==> config.mk <==
export PLATFORM = sky130hd
export DESIGN_NAME = receive_window_reorder_tracker_unit
export DESIGN_NICKNAME = d
export VERILOG_FILES = /design/src/rtl/rwrt_pkg.sv /design/src/rtl/receive_window_reorder_tracker_unit.sv
export SDC_FILE = /design/constraint.sdc
export NUM_CORES = 1
export LEC_CHECK = 0
export ABC_AREA = 1
export BUFFER_PORTS_ARGS = -buffer_cell sky130_fd_sc_hd__buf_4
export CAP_MARGIN = 30
export CORE_ASPECT_RATIO = 1.4
export CORE_MARGIN = 10
export CORE_UTILIZATION = 43
export DETAILED_ROUTE_END_ITERATION = 16
export SETUP_SLACK_MARGIN = 0.3
export SLEW_MARGIN = 20
export SYNTH_ARGS = -nofsm -noshare
export SYNTH_HDL_FRONTEND = slang
export SYNTH_SLANG_ARGS = --single-unit
==> constraint.sdc <==
create_clock -name clk_i -period 11.95 [get_ports clk_i]
set_clock_uncertainty 0.1 [all_clocks]
set_input_delay 0.5975 -clock clk_i [delete_from_list [all_inputs] [get_ports clk_i]]
set_output_delay 0.5975 -clock clk_i [all_outputs]
set_load 0.1 [all_outputs]
==> src/rtl/rwrt_pkg.sv <==
// shared constants and status codes for the receive window reorder tracker
`default_nettype none

package rwrt_pkg;

  localparam int unsigned DefBufferDepth = 256;
  localparam int unsigned SeqW           = 31;
  localparam int unsigned WinW           = 16;
  localparam int unsigned CntW           = 9;
  localparam int unsigned CntMax         = 511;

  localparam logic [WinW-1:0] WinReset = 16'd64;

  // result status codes
  localparam logic [1:0] StDup    = 2'd0;
  localparam logic [1:0] StStored = 2'd1;
  localparam logic [1:0] StReject = 2'd2;

endpackage

`default_nettype wire

==> src/rtl/receive_window_reorder_tracker_unit.sv <==
// top level: sliding-window receive reorder bitmap with a sequential drain
`default_nettype none

// Tracks arriving packet sequence numbers against the next expected number and a
// circular bitmap of out-of-order arrivals, BUFFER_DEPTH entries deep, held in a
// one-write one-read memory. After reset the block sweeps the memory clear, one
// entry a cycle, with in_stall_o high; configuration writes are taken throughout.
// One word at a time is processed: an old duplicate or a rejected number passes
// through the check and finish states to its result, while a stored number also
// goes through the read and drain states; the drain walks the bitmap memory one
// entry per cycle through its single read port until it meets an entry not set.
// A single 31-bit adder does the window subtraction and the expected-number
// increment. The result sits in an output register, and a new word can be taken
// while it waits. The window is capped at BUFFER_DEPTH.
module receive_window_reorder_tracker_unit
  import rwrt_pkg::*;
#(
  parameter int unsigned BUFFER_DEPTH = DefBufferDepth
) (
  input  wire logic            clk_i,
  input  wire logic            rst_ni,
  input  wire logic            cfg_we_i,
  input  wire logic [WinW-1:0] cfg_wdata_i,
  input  wire logic            in_valid_i,
  output logic                 in_stall_o,
  input  wire logic [SeqW-1:0] seq_number_i,
  output logic                 out_valid_o,
  input  wire logic            out_stall_i,
  output logic [1:0]           status_o,
  output logic [SeqW-1:0]      next_expected_o,
  output logic [CntW-1:0]      delivered_count_o
);

  localparam int unsigned SW = (BUFFER_DEPTH > 1) ? $clog2(BUFFER_DEPTH) : 1;
  localparam int unsigned CW = $clog2(BUFFER_DEPTH + 1);

  typedef enum logic [2:0] {
    S_CLEAR,
    S_IDLE,
    S_CHECK,
    S_READ,
    S_DRAIN,
    S_FINISH
  } state_e;

  state_e          state_q;
  logic [SeqW-1:0] exp_q;
  logic [SW-1:0]   slot_q;
  logic [CW-1:0]   cnt_q;
  logic [SW-1:0]   clr_q;
  logic [SeqW-1:0] seq_q;
  logic [1:0]      stat_q;
  logic [WinW-1:0] window_q;
  logic            out_valid_q;
  logic [1:0]      out_status_q;
  logic [SeqW-1:0] out_next_q;
  logic [CntW-1:0] out_count_q;

  // bitmap memory
  logic            mem_q [BUFFER_DEPTH];
  logic            rd_q;
  logic            mem_we;
  logic [SW-1:0]   mem_waddr;
  logic            mem_wdata;
  logic [SW-1:0]   mem_raddr;

  // shared adder
  logic [SeqW-1:0] op_a;
  logic [SeqW-1:0] op_b;
  logic [SeqW:0]   sum_w;
  logic [SeqW-1:0] diff;
  logic            seq_ge;

  logic [WinW-1:0] win_eff;
  logic            in_win;
  logic [SW:0]     slot_sum;
  logic [SW-1:0]   seq_slot;
  logic [SW-1:0]   slot_nxt;
  logic            drain_go;
  logic            out_free;
  logic [CntW-1:0] count_sat;

  always_comb begin
    if (state_q == S_CHECK) begin
      op_a = seq_q;
      op_b = ~exp_q;
    end else begin
      op_a = exp_q;
      op_b = '0;
    end
    sum_w = {1'b0, op_a} + {1'b0, op_b} + (SeqW+1)'(1);
  end

  assign diff   = sum_w[SeqW-1:0];
  assign seq_ge = sum_w[SeqW];

  assign win_eff = (32'(window_q) > 32'(BUFFER_DEPTH)) ? WinW'(BUFFER_DEPTH) : window_q;
  assign in_win  = seq_ge && (diff < SeqW'(win_eff));

  // diff is below the depth here, so one compare and subtract wraps the slot
  assign slot_sum = {1'b0, slot_q} + {1'b0, diff[SW-1:0]};
  assign seq_slot = (slot_sum >= (SW+1)'(BUFFER_DEPTH)) ?
                    SW'(slot_sum - (SW+1)'(BUFFER_DEPTH)) : slot_sum[SW-1:0];

  // slot follows expected number, back to zero at the end of the bitmap or when the expected number wraps
  always_comb begin
    if (exp_q == '1) begin
      slot_nxt = '0;
    end else if (slot_q == SW'(BUFFER_DEPTH - 1)) begin
      slot_nxt = '0;
    end else begin
      slot_nxt = slot_q + SW'(1);
    end
  end

  assign drain_go = (state_q == S_DRAIN) && rd_q && (cnt_q != CW'(BUFFER_DEPTH));
  assign out_free = !out_valid_q || !out_stall_i;
  assign count_sat = (32'(cnt_q) > CntMax) ? CntW'(CntMax) : CntW'(cnt_q);

  always_comb begin
    mem_we    = 1'b0;
    mem_waddr = slot_q;
    mem_wdata = 1'b0;
    if (state_q == S_CLEAR) begin
      mem_we    = 1'b1;
      mem_waddr = clr_q;
    end else if (state_q == S_CHECK && in_win) begin
      mem_we    = 1'b1;
      mem_waddr = seq_slot;
      mem_wdata = 1'b1;
    end else if (drain_go) begin
      mem_we = 1'b1;
    end
  end

  assign mem_raddr = (state_q == S_DRAIN) ? slot_nxt : slot_q;

  always_ff @(posedge clk_i) begin
    if (mem_we) begin
      mem_q[mem_waddr] <= mem_wdata;
    end
    rd_q <= mem_q[mem_raddr];
  end

  always_ff @(posedge clk_i or negedge rst_ni) begin
    if (!rst_ni) begin
      state_q      <= S_CLEAR;
      exp_q        <= '0;
      slot_q       <= '0;
      cnt_q        <= '0;
      clr_q        <= '0;
      seq_q        <= '0;
      stat_q       <= StDup;
      window_q     <= WinReset;
      out_valid_q  <= 1'b0;
      out_status_q <= StDup;
      out_next_q   <= '0;
      out_count_q  <= '0;
    end else begin
      if (cfg_we_i) begin
        window_q <= cfg_wdata_i;
      end
      if (state_q == S_FINISH && out_free) begin
        out_valid_q <= 1'b1;
      end else if (!out_stall_i) begin
        out_valid_q <= 1'b0;
      end
      unique case (state_q)
        S_CLEAR: begin
          clr_q <= clr_q + SW'(1);
          if (clr_q == SW'(BUFFER_DEPTH - 1)) begin
            state_q <= S_IDLE;
          end
        end
        S_IDLE: begin
          if (in_valid_i) begin
            seq_q   <= seq_number_i;
            state_q <= S_CHECK;
          end
        end
        S_CHECK: begin
          cnt_q <= '0;
          if (!seq_ge) begin
            stat_q  <= StDup;
            state_q <= S_FINISH;
          end else if (!in_win) begin
            stat_q  <= StReject;
            state_q <= S_FINISH;
          end else begin
            stat_q  <= StStored;
            state_q <= S_READ;
          end
        end
        S_READ: begin
          state_q <= S_DRAIN;
        end
        S_DRAIN: begin
          if (drain_go) begin
            exp_q  <= sum_w[SeqW-1:0];
            slot_q <= slot_nxt;
            cnt_q  <= cnt_q + CW'(1);
          end else begin
            state_q <= S_FINISH;
          end
        end
        S_FINISH: begin
          if (out_free) begin
            out_status_q <= stat_q;
            out_next_q   <= exp_q;
            out_count_q  <= count_sat;
            state_q      <= S_IDLE;
          end
        end
        default: begin
          state_q <= S_IDLE;
        end
      endcase
    end
  end

  assign in_stall_o        = (state_q != S_IDLE);
  assign out_valid_o       = out_valid_q;
  assign status_o          = out_status_q;
  assign next_expected_o   = out_next_q;
  assign delivered_count_o = out_count_q;

endmodule

`default_nettype wire

==> results of run 1 <==
-- Yosys cell counts, types with 30 or more instances --
| master | count | area share [%] |
|---|---|---|
| clkbuf_1 | 86 | 1.4 |
| o21ai_0 | 135 | 3.0 |
| nand3_1 | 262 | 5.7 |
| nor2_2 | 51 | 1.4 |
| buf_6 | 30 | 1.5 |
| o211ai_1 | 62 | 2.0 |
| dfrtp_1 | 150 | 16 |
| a21oi_1 | 32 | 0.70 |
| nand2_1 | 693 | 11 |
| nor2_1 | 321 | 5.3 |
| ha_1 | 57 | 3.1 |
| edfxtp_1 | 256 | 34 |
| inv_1 | 264 | 4.3 |
| mux2_2 | 40 | 2.0 |
| nand2_4 | 30 | 1.5 |
-- state kept, by name, indices dropped and copies added (netlist names), 9 cells and up --
register and cells:
cnt_q 9, delivered_count_o 9, exp_q 31, mem_q 256, next_expected_o 31, seq_q 31, window_q 16
-- cell families after synthesis --
kind of cell / count (synthesis) / share of synthesized area, %
multiplexers: 40 / 1.97
other: 1 / 0.0164
AND/OR/NAND/NOR: 1475 / 29.6
XOR/XNOR: 28 / 1.07
AO/OA/AOI/OAI: 246 / 6.22
buffers and inverters: 400 / 7.61
flip-flops: 408 / 50.3
adder cells (fa/ha/maj): 59 / 3.30
-- metal layers --
metal	routed length [microns]	GRT usage, %
met3	3150	2.91
met1	24000	21.8
met2	34700	38.3
met4	3290	10.1
met5	0	0
-- area by class of cell --
class | count | area [sq um]
timing repair buffer | 117 | 948
multi-input combinational | 1855 | 9710
tap | 707 | 885
clock inverter | 25 | 314
inverter | 273 | 1030
fill | 5073 | 26900
sequential | 408 | 11500
clock buffer | 54 | 1150
-- power breakdown --
part | total (W) | switching, W | internal [W]
registers | 0.00181 | 0.000136 | 0.00167
clock network | 0.00141 | 0.000593 | 0.000817
logic | 0.00287 | 0.00210 | 0.000773
total | 0.00609 | 0.00282 | 0.00326
-- metrics by stage --
stage	instances	setup WS, ns	hold WS (ns)
global route	3439	4.97	0.118
global placement	3356	5.49	0.373
CTS	3438	5.31	0.0913
floorplan	2663	4.61	0.202
detailed placement	3358	5.34	0.375
finish	3439	5.55	0.116
-- final timing paths --
| check | start | slack, ns | end |
|---|---|---|---|
| max reg2reg | state_q[0] | 5.55 | mem_q[73] |
| min reg2reg | next_expected_o[22] | 0.38 | next_expected_o[22] |
| max in group asynchronous | rst_ni | 10.17 | seq_q[25] |
| min in group asynchronous | rst_ni | 0.51 | window_q[1] |
| min | cfg_wdata_i[14] | 0.12 | window_q[14] |
| max | state_q[0] | 5.55 | mem_q[73] |
-- worst reg2reg max path: cells and delay by family (launching register included) --
family	cells	cell delay [ns]
and+or+nand+nor	19	2.90
adders and majority gates	2	0.86
buffers and inverters	3	0.91
xor gates and xnor gates	1	0.32
DFF	1	0.41
AOI/OAI and AO/OA	3	0.60
-- layout by cell type, fill, tap and decap left out, types with 23 or more instances in the layout --
| master | instances |
|---|---|
| nand3_1 | 259 |
| buf_4 | 111 |
| ha_1 | 57 |
| nand2_4 | 31 |
| inv_1 | 263 |
| nor2_1 | 321 |
| xor2_1 | 23 |
| mux2_2 | 40 |
| nand2_2 | 28 |
| o21ai_0 | 134 |
| nor2_2 | 51 |
| clkbuf_16 | 43 |
| o211ai_1 | 62 |
| a21oi_1 | 32 |
| dfrtp_1 | 150 |
| edfxtp_1 | 256 |
| nand2_1 | 691 |
-- repair_timing --
item | 4_1_cts | 5_1_grt
hold endpoints to repair | 42 | 0
setup endpoints to repair | 0 | 0
gates resized for setup | 0 | 0
hold buffers | 1 | 0
==> metrics.md, run 1 <==
| Metric | Value |
|---|---|
| Worst vdd ir | 219 uV |
| Crit path max-delay cell type | buf_4 |
| Final Cycle Share | a little over half |
| Crit path DAT | approximately 6.6 ns |
| Core area | between 50000 and 60000 sq um |
| Via Count | 18200 |
| Crit path max fanout | 72 |
| DRT Wirelength | 65200 microns |
| Cell count after synthesis | 2657 |
| TritonCTS clock tree | built |
| Initial Utilization | between 40 and 50% |
| Top Ports | 96 |
| Synth Register Bits | ~410 |
| Antenna Violating Nets Remaining | 0 |
| Critical path's most frequent cell | nand2_1 |
| Length of the first detailed-routing pass in iterations | 5 |
| Layout cells sized above 1 | about 14% |
| Root Driver | clkbuf_16 |
| Routed len/inst | roughly 19 microns |
| Site row count | 99 |
| PortBufs | 95 |
| Detailed Route Iter0 Violations | between 1000 and 1500 |
| CP Depth | 28 |
| Layout Nets | about 2800 |
| Synth Flop Type | edfxtp_1 |
| DPL Wire Length | between 40000 and 50000 microns |
| GR Overflow Total | 0 |
| Crit Path Category | flip-flop to flip-flop |
| Distinct cell type count after synthesis | 53 |
| Cell Area, Placed | 24000 sq um |
| Worst-margin pin slew | 0.910 ns |
| Max_cap viols | 0 |
| # diodes | 0 |
| CP Buf/Inv Count | 3 |
| Total track usage | approximately a fifth |
| Leakage Power | 11.3 nW |
| Fmax | roughly 160 MHz |
| Vias per cell | 5.28 |
| Core Util, Final | 48.7% |
| Area grow syn2layout | 11.6% |
| Clock sink count | 408 |
| Max H-tree Level | 2 |
| Rel. slew slack | around two fifths |
| Antenna violations before repair | 0 |
| Min Clock Period, post-route | about 6.4 ns |
| Syn Area/Cell | approximately 8.6 sq um |
| Hold Path Depth | 3 |
| R2R cell count | 28 |
| Slowest stage delay, CP | about 0.55 ns |
| Max Slew Vio Count | 0 |
| Final setup fails | 0 |
| Pwr Density | 238 nW/um^2 |
| Largest net degree at the start of global routing | 135 |
| EDFF count, synth | roughly 260 |
| Number of global-route vias before repair | ~18000 |
| Synthesized cell area | between 20000 and 25000 sq um |
| Register area share after synthesis | between 50% and 60% |
| CP top delay family | simple AND/OR/NAND/NOR gates |
| Routability cong. | 0.987 |
| Max Buffers Root-to-Sink | 3 |
| Fin area | 25500 sq um |
| Worst path required time | about 12 ns |
| Fraction of registers with async set/reset | between 30% and 40% |
| Worst hold path class | primary input to flip-flop |
| Clock Latency Late Sink | 0.59 ns |
| Die height | approximately 290 microns |
| Synth Warn # | 0 |
| Reg clk slew, reported paths | around 0.06 ns |
| Setup TNS | 0 ns |
| First-pass GRT wire length | a little over 100000 microns |
| CTS buffer count | between 40 and 50 |
| Critical Path Source Type | flip-flop |
| CP Capture Type | flip-flop |
| Post-CTS Setup Repair Bufs | 0 |
| Outcome | finished, final reports clean |
| Die footprint | between 60000 and 70000 sq um |
| DR DRC count | 0 |
| Chip Width | roughly 210 microns |
| RSZ-0062 raised after global routing | no |
| Tot Pwr | between 0.006 and 0.007 W |
| Hold Vio Cnt, Final | 0 |
(Power assumes the default switching activity.)
==> inputs of run 2 (changes only) <==
ABC_AREA = 0   (was 1)
clock period = 6.35 ns   (was 11.95 ns; I/O delays follow)
==> metrics.md, run 2 <==
| Metric | Value |
|---|---|
| Outcome | finished, final reports clean (unchanged) |
| Synth Flop Type | edfxtp_1 (unchanged) |
| Root Driver | clkbuf_16 (unchanged) |
| Max_cap viols | 0 (unchanged) |
| Slowest stage delay, CP | 0.40 ns (was 0.55 ns) |
| DRT Wirelength | 64000 microns (was 65200 microns) |
| Reg clk slew, reported paths | 0.06 ns (about the same) |
| Core area | 49000 sq um (was 52400 sq um) |
| Routability cong. | 0.940 (was 0.987) |
| Max Slew Vio Count | 0 (unchanged) |
| Layout cells sized above 1 | 23.9% (was 14.2%) |
| CTS buffer count | 42 (was 43) |
| Non-filler cells, final | 2984 (was 3439) |
| Layout Nets | 2427 (was 2809) |
| Largest net degree at the start of global routing | 257 (was 135) |
| Worst path required time | 6.53 ns (was 12.13 ns) |
| Routed len/inst | 21.5 microns (was 18.9 microns) |
| Clock Latency Late Sink | 0.57 ns (was 0.59 ns) |
| PortBufs | 95 (unchanged) |
| Min Clock Period, post-route | 6.05 ns (was 6.40 ns) |
| Ranking of synthesized cells by area | edfxtp_1, dfrtp_1, nand2_1 (unchanged) |
| EDFF count, synth | 256 (unchanged) |
| Final setup fails | 0 (unchanged) |
| # diodes | 0 (unchanged) |
| Distinct cell type count after synthesis | 78 (was 53) |
| Total track usage | 21.0% (was 20.4%) |
| Crit path max fanout | 8 (was 72) |
| Synth Register Bits | 408 (unchanged) |
| Initial Utilization | 43.4% (was 43.6%) |
| Crit path DAT | 6.23 ns (was 6.58 ns) |
| Synth Area in Compound Gates | 9.08% (was 6.22%) |
| Worst-margin pin slew | 0.991 ns (was 0.910 ns) |
| Largest register FFs | 256 (unchanged) |
| Register area share after synthesis | 54.0% (was 50.3%) |
| Most common library cell in the layout ignoring fill and taps | nand2_1 (unchanged) |
| Commonest cells post-synth | nand2_1, nor2_1, edfxtp_1 (was nand2_1, nor2_1, inv_1) |
| Worst vdd ir | 219 uV (about the same) |
| Antenna Violating Nets Remaining | 0 (unchanged) |
| Die footprint | 58900 sq um (was 62900 sq um) |
| Fmax | 165 MHz (was 156 MHz) |
| Detailed Route Iter0 Violations | 1199 (was 1253) |
| Mux contribution to synthesized area | 8.46% (was 1.97%) |
| Worst hold path class | primary input to flip-flop (unchanged) |
| Vias per cell | 5.69 (was 5.28) |
| Area grow syn2layout | 23.3% (was 11.6%) |
| Die height | 283 microns (was 293 microns) |
| Crit Path Category | flip-flop to flip-flop (unchanged) |
| Max H-tree Level | 2 (unchanged) |
| Cell count after synthesis | 2098 (was 2657) |
| First-pass GRT wire length | 99100 microns (was 102000 microns) |
| RSZ-0062 raised after global routing | yes (was no) |
| Final Cycle Share | 95.3% (was 53.6%) |
| Core Util, Final | 53.5% (was 48.7%) |
| Leading area contributor after synthesis | edfxtp_1 (unchanged) |
| Hold Vio Cnt, Final | 0 (unchanged) |
| Setup TNS | 0 ns (unchanged) |
| Fin area | 26200 sq um (was 25500 sq um) |
| Area share of fa/ha/maj cells after synthesis | 3.54% (was 3.30%) |
| Syn Area/Cell | 10.1 sq um (was 8.60 sq um) |
| CP Capture Type | flip-flop (unchanged) |
| Xor and xnor area share after synthesis | 1.56% (was 1.07%) |
| Rel. slew slack | 33.3% (was 39.3%) |
| Synth Warn # | 0 (unchanged) |
| Most frequent cells in the layout | nand2_1, nor2_1, edfxtp_1 (was nand2_1, nor2_1, inv_1) |
| DPL Wire Length | 44000 microns (was 43300 microns) |
| GR Overflow Total | 0 (unchanged) |
| Leakage Power | 10.2 nW (was 11.3 nW) |
| Length of the first detailed-routing pass in iterations | 5 (unchanged) |
| Via Count | 17000 (was 18200) |
| Most common cell in the netlist | nand2_1 (unchanged) |
| Most flop-heavy register | mem_q (unchanged) |
| DP Cell Count | 2826 (was 3358) |
| Cell Area, Placed | 23600 sq um (was 24000 sq um) |
| Site row count | 96 (was 99) |
| Number of global-route vias before repair | 17500 (was 18300) |
| Clock sink count | 408 (unchanged) |
| Crit path max-delay cell type | dfrtp_1 (was buf_4) |
| Chip Width | 208 microns (was 215 microns) |
| Fraction of registers with async set/reset | 37.0% (unchanged) |
| Critical path's most frequent cell | buf_4 (was nand2_1) |
| Critical Path Source Type | flip-flop (unchanged) |
| Hold_ws | 0.0901 ns (was 0.116 ns) |
| Area share of and/or/nand/nor cells after synthesis | 20.7% (was 29.6%) |
| TritonCTS clock tree | built (unchanged) |
| Pwr Density | 205 nW/um^2 (was 238 nW/um^2) |
| Synthesized cell area | 21300 sq um (was 22900 sq um) |
| Antenna violations before repair | 0 (unchanged) |
| DR DRC count | 0 (unchanged) |
| Post-synth top area share | 36.1% (was 33.6%) |
| Max Buffers Root-to-Sink | 3 (unchanged) |
| Largest family of logic cells by synthesized area | simple AND/OR/NAND/NOR gates (unchanged) |
| Top Ports | 96 (unchanged) |
## run 2: report_power, final
group / leakage, nW / internal, W / total (W) / switching [W]
Combinational: 5.69 / 0.0000533 / 0.0000898 / 0.0000366
Clock: 0.666 / 0.00142 / 0.00246 / 0.00104
Sequential: 3.80 / 0.00281 / 0.00282 / 0.00000704
Total: 10.2 / 0.00428 / 0.00537 / 0.00108
## run 2: routing by layer
layer	track usage [%]	share of wire, %	vias to the layer above
li1	-	-	7940
met1	22.7	37	8405
met2	39.8	54	487
met3	2.47	4.1	154
met4	9.55	4.7	0
met5	0	0	-
## run 2: cells by family after synthesis
group / Yosys count
AOI/OAI and AO/OA: 291
xor gates and xnor gates: 38
adders and majority gates: 59
buffers and inverters: 142
DFF: 408
muxes: 138
other: 1
and+or+nand+nor: 1021
## run 2: timing repair
item,in CTS,in global routing
setup buffers,15,15
gates resized for setup,41,76
hold endpoints to repair,148,0
cloned,0,1
setup endpoints to repair,512,512
hold buffers,50,0
pin swaps,16,23
## run 2: stage by stage
| stage | power (W) | setup WS [ns] |
|---|---|---|
| after global placement | 0.00293 | -0.182 |
| after CTS | 0.00542 | 0.301 |
| after global routing | 0.00553 | 0.0896 |
| final | 0.00537 | 0.298 |
| after floorplan | 0.00288 | 0.308 |
| after detailed placement | 0.00293 | -0.158 |
## run 2: path summary, 6_finish.rpt
check / startpoint / endpoint / slack [ns] / cells past startpoint
min in group asynchronous: rst_ni / window_q[12] / 0.12 / 2
max in group asynchronous: rst_ni / state_q[1] / 4.60 / 4
worst min register to register: stat_q[0] / stat_q[0] / 0.39 / 2
worst max-delay path: state_q[2] / mem_q[174] / 0.30 / 30
worst min-delay path: cfg_we_i / window_q[7] / 0.09 / 2
worst max register to register: state_q[2] / mem_q[174] / 0.30 / 30
## run 2: critical path: cells and delay by family (launching register included)
family                     cells  cell delay, ns
DFF                            1            0.40
xor gates and xnor gates       1            0.14
buffers and inverters          6            0.91
and+or+nand+nor               15            2.49
AOI/OAI and AO/OA              6            1.23
adders and majority gates      2            0.52
## run 2: cell type report
| type | instances | area [sq um] |
|---|---|---|
| Tap cell | 637 | 797 |
| Clock inverter | 20 | 190 |
| Fill cell | 4425 | 22800 |
| Inverter | 19 | 71.3 |
| Clock buffer | 55 | 1170 |
| Sequential cell | 408 | 11500 |
| Multi-Input combinational cell | 1554 | 9860 |
| Timing Repair Buffer | 291 | 2640 |
==> inputs of run 3 (changes only) <==
PLACE_DENSITY = 0.59   (was default)
==> metrics.md, run 3 (synthesized netlist as in run 2, its figures left out) <==
| Metric | Value |
|---|---|
| DP Cell Count | 2841 (was 2826) |
| Most common library cell in the layout ignoring fill and taps | nand2_1 (unchanged) |
| Slowest stage delay, CP | 0.56 ns (was 0.40 ns) |
| Non-filler cells, final | 3027 (was 2984) |
| Outcome | finished, final reports clean (unchanged) |
| Final setup fails | 0 (unchanged) |
| Area grow syn2layout | 31.9% (was 23.3%) |
| Total track usage | 21.1% (was 21.0%) |
| Clock sink count | 408 (unchanged) |
| Comb pwr share | 1.7% (about the same) |
| CTS buffer count | 42 (unchanged) |
| Worst path required time | 6.51 ns (was 6.53 ns) |
| GR Overflow Total | 0 (unchanged) |
| Initial Utilization | 43.4% (unchanged) |
| Crit path DAT | 6.19 ns (was 6.23 ns) |
| Die height | 283 microns (unchanged) |
| Fmax | 166 MHz (was 165 MHz) |
| DR DRC count | 0 (unchanged) |
| Clock Latency Late Sink | 0.55 ns (was 0.57 ns) |
| Antenna Violating Nets Remaining | 0 (unchanged) |
| Clk pwr share | 46.3% (was 45.9%) |
| Tot Pwr | 0.00541 W (was 0.00537 W) |
| Layout cells sized above 1 | 31.4% (was 23.9%) |
| PortBufs | 95 (unchanged) |
| Sw Pwr | 0.00108 W (about the same) |
| Chip Width | 208 microns (unchanged) |
| Core area | 49000 sq um (unchanged) |
| Critical Path Source Type | flip-flop (unchanged) |
| Cell Area, Placed | 23700 sq um (was 23600 sq um) |
| Crit Path Category | flip-flop to flip-flop (unchanged) |
| CP top delay family | simple AND/OR/NAND/NOR gates (unchanged) |
| Reg power frac | 52.0% (was 52.5%) |
| Vias per cell | 5.71 (was 5.69) |
| Layout Nets | 2468 (was 2427) |
| Largest register FFs | 256 (unchanged) |
| Max_cap viols | 0 (unchanged) |
| Leakage Power | 10.7 nW (was 10.2 nW) |
| Most flop-heavy register | mem_q (unchanged) |
| CP Buf/Inv Count | 6 (unchanged) |
| Fin area | 28000 sq um (was 26200 sq um) |
| Antenna violations before repair | 0 (unchanged) |
| Final Cycle Share | 95.0% (was 95.3%) |
| Largest net degree at the start of global routing | 173 (was 257) |
| Pwr Density | 193 nW/um^2 (was 205 nW/um^2) |
| Internal power | 0.00433 W (was 0.00428 W) |
| Rel. slew slack | 28.6% (was 33.3%) |
| # diodes | 0 (unchanged) |
| Root Driver | clkbuf_16 (unchanged) |
| Via Count | 17300 (was 17000) |
| Max Slew Vio Count | 0 (unchanged) |
| Max H-tree Level | 2 (unchanged) |
| Detailed Route Iter0 Violations | 1157 (was 1199) |
| Hold Vio Cnt, Final | 0 (unchanged) |
| Switching power share of the total | 20.0% (was 20.2%) |
| Min Clock Period, post-route | 6.03 ns (was 6.05 ns) |
| First-pass GRT wire length | 99500 microns (was 99100 microns) |
| TritonCTS clock tree | built (unchanged) |
| Fill count | 4174 (was 4425) |
| Routed len/inst | 22.2 microns (was 21.5 microns) |
| Site row count | 96 (unchanged) |
| Top Ports | 96 (unchanged) |
| Number of global-route vias before repair | 17300 (was 17500) |
| Worst vdd ir | 180 uV (was 219 uV) |
| CP Capture Type | flip-flop (unchanged) |
| Worst hold path class | primary input to flip-flop (unchanged) |
| Die footprint | 58900 sq um (unchanged) |
| Most frequent cells in the layout | nand2_1, edfxtp_1, buf_4 (was nand2_1, nor2_1, edfxtp_1) |
| DPL Wire Length | 44400 microns (was 44000 microns) |
| Length of the first detailed-routing pass in iterations | 5 (unchanged) |
| Reg clk slew, reported paths | 0.07 ns (was 0.06 ns) |
| Crit path max fanout | 10 (was 8) |
| DRT Wirelength | 67200 microns (was 64000 microns) |
| Worst-margin pin slew | 1.06 ns (was 0.991 ns) |
| Max Buffers Root-to-Sink | 3 (unchanged) |
| Routability cong. | 0.936 (was 0.940) |
| Core Util, Final | 57.2% (was 53.5%) |
| Crit path max-delay cell type | or4_4 (was dfrtp_1) |
| RSZ-0062 raised after global routing | yes (unchanged) |
## run 3: path summary, 6_finish.rpt
kind | start | endpoint | depth (start not counted) | slack, ns
setup / recovery | state_q[0] | mem_q[255] | 26 | 0.32
hold / removal | cfg_we_i | window_q[1] | 2 | 0.11
setup reg to reg | state_q[0] | mem_q[255] | 26 | 0.32
hold reg to reg | stat_q[0] | stat_q[0] | 2 | 0.39
max in group asynchronous | rst_ni | seq_q[1] | 4 | 4.24
min in group asynchronous | rst_ni | window_q[10] | 2 | 0.23
## run 3: what timing repair did
item / 4_1_cts / 5_1_grt
resized for setup: 30 / 435
pin swaps: 12 / 86
hold buffers: 50 / 0
endpoints found under the hold margin: 110 / 0
setup endpoints to repair: 256 / 340
setup buffers: 9 / 33
gates cloned: 0 / 16
## run 3: power groups by stage
stage / clock (W) / sequential, W / combinational [W]
finish: 0.00251 / 0.00282 / 0.0000894
global route: 0.00266 / 0.00282 / 0.0000993
CTS: 0.00255 / 0.00282 / 0.0000904
detailed placement: 0 / 0.00287 / 0.0000644
global placement: 0 / 0.00287 / 0.0000632
floorplan: 0 / 0.00287 / 0.0000162
## run 3: per-layer routing
layer | GRT usage, % | vias up | wire [microns]
li1 | - | 8033 | -
met3 | 2.29 | 159 | 3120
met1 | 22.6 | 8543 | 24100
met5 | 0 | - | 0
met4 | 8.71 | 0 | 3120
met2 | 40.8 | 539 | 36900
## run 3: per-stage QoR
step | setup WS [ns] | hold WS, ns | TNS [ns]
floorplan | 0.308 | -0.0781 | 0
global placement | -0.151 | 0.246 | -15.23
detailed placement | -0.0927 | 0.252 | -13.05
CTS | 0.294 | 0.0779 | 0
global route | 0.0831 | 0.103 | 0
finish | 0.319 | 0.109 | 0
## run 3: cell type report
class	instances	area, sq um	area share, %
Inverter	19	71.3	0.254
Multi-Input combinational cell	1555	10900	39.0
Clock inverter	21	226	0.807
Clock buffer	56	1140	4.08
Timing Repair Buffer	331	3380	12.0
Sequential cell	408	11500	41.0
Tap cell	637	797	2.84
